[src/rtl/core/rns_pkg.sv]
// shared types and constants for the radius neighbour search
package rns_pkg;
  localparam int CoordBits = 24;
  localparam int RadBits = 23;
  localparam int IdxBits = 12;
  localparam int CntBits = 13;
  localparam int SqBits = 48;
  localparam int DistBits = 24;
  localparam int QuoBits = 36;
  localparam int MaxNodes = 4096;
  localparam logic [RadBits-1:0] ScaleMax = 23'h7fffff;

  typedef enum logic [2:0] {
    REG_CX = 3'd0, REG_CY = 3'd1, REG_CZ = 3'd2, REG_RAD = 3'd3,
    REG_DC = 3'd4, REG_MODE = 3'd5, REG_DLO = 3'd6, REG_DHI = 3'd7
  } reg_idx_t;

  typedef enum logic [2:0] {
    ST_IDLE, ST_TEST, ST_SQRT, ST_DIV, ST_OUT
  } state_t;

  typedef struct packed {
    logic load;
    logic test;
    logic sqrt_init;
    logic sqrt_step;
    logic div_init;
    logic div_step;
    logic emit;
  } cmd_t;

  typedef struct packed {
    logic need_scale;
    logic sqrt_done;
    logic div_done;
  } sts_t;
endpackage

[src/rtl/core/rns_ctrl.sv]
// controller state machine of the radius neighbour search
module rns_ctrl (
  input  logic          clk,
  input  logic          rst_n,
  input  logic          in_tvalid,
  output logic          in_tready,
  output logic          out_tvalid,
  input  logic          out_tready,
  input  rns_pkg::sts_t sts,
  output rns_pkg::cmd_t cmd
);
  import rns_pkg::*;

  state_t state_r, state_nxt;

  always_ff @(posedge clk) begin
    if (!rst_n) state_r <= ST_IDLE;
    else state_r <= state_nxt;
  end

  always_comb begin
    state_nxt = state_r;
    cmd = '0;
    in_tready = 1'b0;
    out_tvalid = 1'b0;
    unique case (state_r)
      ST_IDLE: begin
        in_tready = 1'b1;
        if (in_tvalid) begin
          cmd.load = 1'b1;
          state_nxt = ST_TEST;
        end
      end
      ST_TEST: begin
        cmd.test = 1'b1;
        if (sts.need_scale) begin
          cmd.sqrt_init = 1'b1;
          state_nxt = ST_SQRT;
        end else begin
          state_nxt = ST_OUT;
        end
      end
      ST_SQRT: begin
        if (sts.sqrt_done) begin
          cmd.div_init = 1'b1;
          state_nxt = ST_DIV;
        end else begin
          cmd.sqrt_step = 1'b1;
        end
      end
      ST_DIV: begin
        if (sts.div_done) begin
          cmd.emit = 1'b1;
          state_nxt = ST_OUT;
        end else begin
          cmd.div_step = 1'b1;
        end
      end
      ST_OUT: begin
        out_tvalid = 1'b1;
        if (out_tready) state_nxt = ST_IDLE;
      end
      default: state_nxt = ST_IDLE;
    endcase
  end
endmodule

[config.mk]
export PLATFORM = sky130hd
export DESIGN_NAME = rns_ctrl
export DESIGN_NICKNAME = d
export VERILOG_FILES = /design/src/rtl/core/rns_pkg.sv /design/src/rtl/core/rns_ctrl.sv
export SDC_FILE = /design/constraint.sdc
export NUM_CORES = 1
export LEC_CHECK = 0
export ABC_AREA = 1
export BUFFER_PORTS_ARGS = -buffer_cell sky130_fd_sc_hd__buf_2
export CAP_MARGIN = 5
export CORE_AREA = 2 2 39 41
export DETAILED_ROUTE_END_ITERATION = 7
export DIE_AREA = 0 0 41 43
export PLACE_DENSITY = 0.51
export SYNTH_ARGS = -nofsm -noshare
export SYNTH_HDL_FRONTEND = slang
export SYNTH_SLANG_ARGS = --single-unit
[constraint.sdc]
create_clock -name clk -period 1.3 [get_ports clk]
set_input_delay 0.065 -clock clk [delete_from_list [all_inputs] [get_ports clk]]
set_output_delay 0.065 -clock clk [all_outputs]
set_load 0.02 [all_outputs]
==> impl_metrics.json, run 1 <==
{
  "gp_congestion": 0.7213,
  "leakage_nw": 0.2365,
  "die_y_um": 43,
  "via_per_inst": 4.169,
  "cpPeakStageDelay_ps": 360,
  "grt_max_degree": 7,
  "ant_nets": 0,
  "regMostFlops": "state_r",
  "synth-seq-cells": 3,
  "cp_cell_sequence": "inv_1, nand3_1, nor2_2, buf_2",
  "rsz0062_at_grt": "no",
  "fp-row-count": 14,
  "synth_top_area_share_pct": 25.81,
  "clk_latency_ps": 240,
  "routed_wl_um": 685,
  "fillers": 163,
  "critPathTopFamily": "flip-flops",
  "die_area_um2": 1763,
  "arrival_ps": 1160,
  "grt_pass1_wl_um": 979,
  "hold_path_class": "in -> reg",
  "io_pins": 16,
  "wire_per_inst_um": 8.896,
  "synth.area.top_cells": "dfxtp_1 (26%), inv_1 (19%), nand2_1 (11%), a21oi_1 (8.6%), nand3_1 (8.6%)",
  "end_kind": "primary output",
  "yosysSeqAreaShare_pct": 25.81,
  "syn_inst": 42,
  "slew_headroom_pct": 84.60,
  "firstDrtPassIters": 4,
  "antenna_cells": 0,
  "synth_edf_count": 0,
  "holdWs_ps": 71.56,
  "critPathLaunchType": "flip-flop",
  "grt_overflow": 0,
  "synth_top_area_cell": "dfxtp_1",
  "setup_ws_ps": 78.82,
  "largest_register_ff_count": 3,
  "ir_drop_mv": 0.5669,
  "cts-buffers-inserted": 3,
  "drt_iter0_drc": 11,
  "synthFlopType": "dfxtp_1",
  "critPathKind": "reg -> out",
  "rr_worst_depth": 6,
  "clockBufferDepth": 2,
  "worstPathMaxFanout": 5,
  "cts_setup_buffers": 0,
  "setup_viol": 0,
  "fin_nets": 69,
  "status": "completed",
  "grt_pass1_vias": 260,
  "crit_buf_inv": 2,
  "total_power_w": 0.0009100,
  "num_vias": 321,
  "ys_types": 12,
  "tightestPinTransition_ps": 230.7,
  "cts.sinks": 3,
  "synth_most_common_cell": "inv_1",
  "fmax_mhz": 818.9,
  "avgSynthCellArea_um2": 5.541,
  "antenna_found_initial": 0,
  "top_regs": "state_r (3)",
  "numPortBuffers": 15,
  "final_max_slew_viol_count": 0,
  "initial_core_util_pct": 16.82,
  "period_minus_slack_ps": 1221,
  "drive_gt1_share_pct": 42.62,
  "finClkSkew_ps": 3.005,
  "ys_warn_count": 0,
  "clk_pin_slew_ps": 40,
  "drc": 0,
  "root_buffer": "clkbuf_4",
  "synthTopCellsByCount": "inv_1 (12), nand2_1 (7), nor2_1 (5)",
  "syn_area_um2": 232.7,
  "maxCapViolations": 0,
  "tns_ps": 0,
  "p_per_area_nw_per_um2": 2499,
  "syn_nets": 49,
  "cp_num_cells": 4,
  "syn2layout_area_growth_pct": 56.45,
  "htree_levels": 1,
  "track_usage_pct": 9.137,
  "dp_hpwl_um": 498.6,
  "die_w_um": 41,
  "core-area_um2": 1384,
  "finalHoldViolCount": 0,
  "dp_slack_ps": 218.9,
  "cts_tree": "built",
  "slowest_stage": "dfxtp_1",
  "fin_crit_sh_pct": 93.94,
  "async_flop_share_pct": 0,
  "hold-path-cell-count": 3,
  "worstPathRequired_ps": 1240
}
==> through the flow <==
stage          cells  utilization (%)  cell area [um2]
4_1_cts           77            25.77            356.6
3_5_place_dp      73            23.69            327.8
5_1_grt           77            26.31            364.1
6_report          77            26.31            364.1
2_1_floorplan     42                -            232.7
3_3_place_gp      73            23.69            327.8
==> cells by family (layout without fill, tap and decap cells) <==
kind of cell | Yosys count | after routing | share of synthesized area (%)
DFF | 3 | 3 | 25.81
buffers and inverters | 13 | 32 | 20.96
AOI/OAI and AO/OA | 5 | 5 | 10.75
and+or+nand+nor | 21 | 21 | 42.48
==> path summary, 6_finish.rpt <==
kind	slack, ps	start	end
worst min-delay path	70	rst_n	state_r[0]
worst min register to register	590	state_r[1]	state_r[1]
worst max-delay path	80	state_r[2]	cmd[4]
worst max register to register	180	state_r[2]	state_r[0]
==> final cells by class <==
class                      count  area [um2]  share of cell area, %
multi-input combinational     26       131.4                  36.08
timing repair buffer          15       75.07                  20.62
sequential                     3       62.56                  17.18
inverter                      13       48.80                  13.40
clock buffer                   4       26.28                  7.216
tap                           16       20.02                  5.498
==> routing by layer <==
layer / track usage (%) / routed length (um) / up-vias
li1: - / - / 165
met1: 9.646 / 297 / 132
met2: 11.56 / 294 / 19
met3: 3.141 / 56 / 5
met4: 12.00 / 38 / 0
met5: 0 / 0 / -
==> report_power, final <==
group | switching [W] | total (W) | internal (W)
combinational | 0.000347 | 0.000529 | 0.000182
sequential | 0.0000705 | 0.000210 | 0.000140
clock | 0.0000554 | 0.000171 | 0.000115
total | 0.000473 | 0.000910 | 0.000437
==> worst min-delay path: cells and delay by family <==
| family | cells | cell delay (ps) |
|---|---|---|
| AO/OA/AOI/OAI | 1 | 40 |
| buffers and inverters | 2 | 160 |
==> what timing repair did <==
| action | 4_1_cts | 5_1_grt |
|---|---|---|
| gates resized for setup | 1 | 4 |
| cloned | 0 | 0 |
| hold endpoints to repair | 0 | 0 |
| endpoints found under the setup margin | 1 | 6 |
| hold buffers | 0 | 0 |
==> layout by cell type (no fill, tap or decap), drive strengths merged <==
cell type	count
a21oi	4
buf	15
clkbuf	4
dfxtp	3
inv	13
nand2	7
nand3	5
nor2	7
nor3	1
nor4	1
o21ai	1
(Power assumes the default switching activity.)
==> run 2: changes to the inputs <==
--- a/config.mk
+++ b/config.mk
@@ -11,6 +11,7 @@
 export CORE_AREA = 2 2 39 41
 export DETAILED_ROUTE_END_ITERATION = 7
 export DIE_AREA = 0 0 41 43
+export GPL_TIMING_DRIVEN = 0
 export PLACE_DENSITY = 0.51
 export SYNTH_ARGS = -nofsm -noshare
 export SYNTH_HDL_FRONTEND = slang
==> run 2 against run 1 <==
First-iteration DRC count fell by 55%. Critical path depth decreased by 1. Highest routed layer is now met3. Sequential power about the same.
==> impl_metrics.json, run 2 (synthesis results as in run 1) <==
{
  "routed_wl_um": 632,
  "gp_congestion": 0.7474,
  "cts_tree": "built",
  "grt_pass1_wl_um": 979,
  "fmax_mhz": 825.5,
  "num_vias": 295,
  "arrival_ps": 1150,
  "p_per_area_nw_per_um2": 2465,
  "fillers": 180,
  "antenna_cells": 0,
  "largest_register_ff_count": 3,
  "worstPathRequired_ps": 1240,
  "worstReg2RegEnd": "state_r[2]",
  "post-route-util_pct": 26.31,
  "period_minus_slack_ps": 1211,
  "io_pins": 16,
  "die_area_um2": 1763,
  "end_kind": "primary output",
  "hp-start": "rst_n",
  "fp-row-count": 14,
  "antenna_found_initial": 0,
  "cpPeakStageDelay_ps": 370,
  "htree_levels": 1,
  "leakage_nw": 0.2366,
  "hold_path_class": "in -> reg",
  "clk_latency_ps": 230,
  "slowest_stage": "dfxtp_2",
  "grt_pass1_vias": 265,
  "worstPathMaxFanout": 6,
  "ir_drop_mv": 0.5592,
  "dp_hpwl_um": 490.7,
  "critPathLaunchType": "flip-flop",
  "total_power_w": 0.0008974,
  "drt_iter0_drc": 5,
  "crit_buf_inv": 2,
  "rr_worst_depth": 6,
  "seq_area_um2": 62.56,
  "fin_crit_sh_pct": 93.18,
  "track_usage_pct": 8.325,
  "mostFrequentLayoutCell": "buf_2",
  "regMostFlops": "state_r",
  "hold-path-cell-count": 3,
  "grt_max_degree": 7,
  "rsz0062_at_grt": "yes",
  "r2r_start": "state_r[2]",
  "tightestPinTransition_ps": 231.2,
  "critPathTopFamily": "flip-flops",
  "wire_per_inst_um": 8.208,
  "setup_ws_ps": 88.65,
  "final_cell_mix": "buf_2 (15), inv_1 (12), nand2_1 (7)",
  "grt_overflow": 0,
  "initial_core_util_pct": 16.82,
  "dp_slack_ps": 179.5,
  "clk_pin_slew_ps": 40,
  "top_regs": "state_r (3)",
  "via_per_inst": 3.831,
  "maxCapViolations": 0,
  "root_buffer": "clkbuf_4",
  "final_max_slew_viol_count": 0,
  "die_y_um": 43,
  "core-area_um2": 1384,
  "cp_cell_sequence": "inv_1, nor4_1, buf_2",
  "die_w_um": 41,
  "slew_headroom_pct": 84.45,
  "syn2layout_area_growth_pct": 56.45,
  "ctsHoldBuffers": 0,
  "critPathKind": "reg -> out",
  "finClkSkew_ps": 1.128,
  "firstDrtPassIters": 6,
  "drc": 0,
  "status": "completed",
  "numPortBuffers": 15,
  "clockBufferDepth": 2,
  "min_to": "state_r[1]",
  "setup_viol": 0,
  "cts-buffers-inserted": 3,
  "reg2reg_slack_ps": 180,
  "drive_gt1_share_pct": 40.98,
  "fin_nets": 69,
  "cts.sinks": 3,
  "finalHoldViolCount": 0,
  "ant_nets": 0,
  "multi_input_area_um2": 131.4
}
==> run 2: cell counts in the layout (fill, tap and decap cells not counted) <==
Identical to the previous run, type by type.
==> run 2: how the worst max path moves through the flow <==
stage	startpoint	to	depth (start not counted)
2_1_floorplan	state_r[1]	cmd[2]	2
3_3_place_gp	state_r[1]	state_r[2]	6
3_5_place_dp	state_r[1]	state_r[2]	6
4_1_cts	state_r[0]	cmd[1]	5
5_1_grt	state_r[1]	cmd[2]	3
6_report	state_r[1]	cmd[2]	3
==> run 2: repair_timing <==
item	in CTS	in global routing
setup endpoints to repair	1	6
setup buffers	0	0
resized for setup	1	3
==> run 2: per-stage QoR <==
step	cell area [um2]	hold WS, ps	cells	TNS (ps)
after floorplan	232.7	196.6	42	0
after global placement	327.8	330.8	73	0
after detailed placement	327.8	328.2	73	0
after CTS	355.3	72.76	77	0
after global routing	364.1	86.24	77	-54.77
final	364.1	77.23	77	0
==> run 2: final cells by class <==
class / count / area share (%)
Clock buffer: 4 / 7.216
Inverter: 13 / 13.40
Multi-Input combinational cell: 26 / 36.08
Sequential cell: 3 / 17.18
Tap cell: 16 / 5.498
Timing Repair Buffer: 15 / 20.62
==> run 2: power by group <==
part	total, W	leakage (nW)	switching [W]	internal (W)
clock	0.000164	0.0150	0.0000486	0.000115
sequential	0.000208	0.0253	0.0000680	0.000140
combinational	0.000526	0.196	0.000345	0.000181
==> run 2: tightest hold or removal path, delay by kind of cell <==
kind	cells	cell delay, ps
buffers and inverters	1	100
and+or+nand+nor	1	70
AOI/OAI and AO/OA	1	30
==> run 2: layer usage <==
layer | share of wire (%) | track usage (%) | up-vias
met5 | 0 | 0 | -
met4 | 0 | 6.000 | 0
met3 | 6.6 | 3.141 | 0
met2 | 43 | 10.94 | 11
met1 | 50 | 10.58 | 119
li1 | - | - | 165
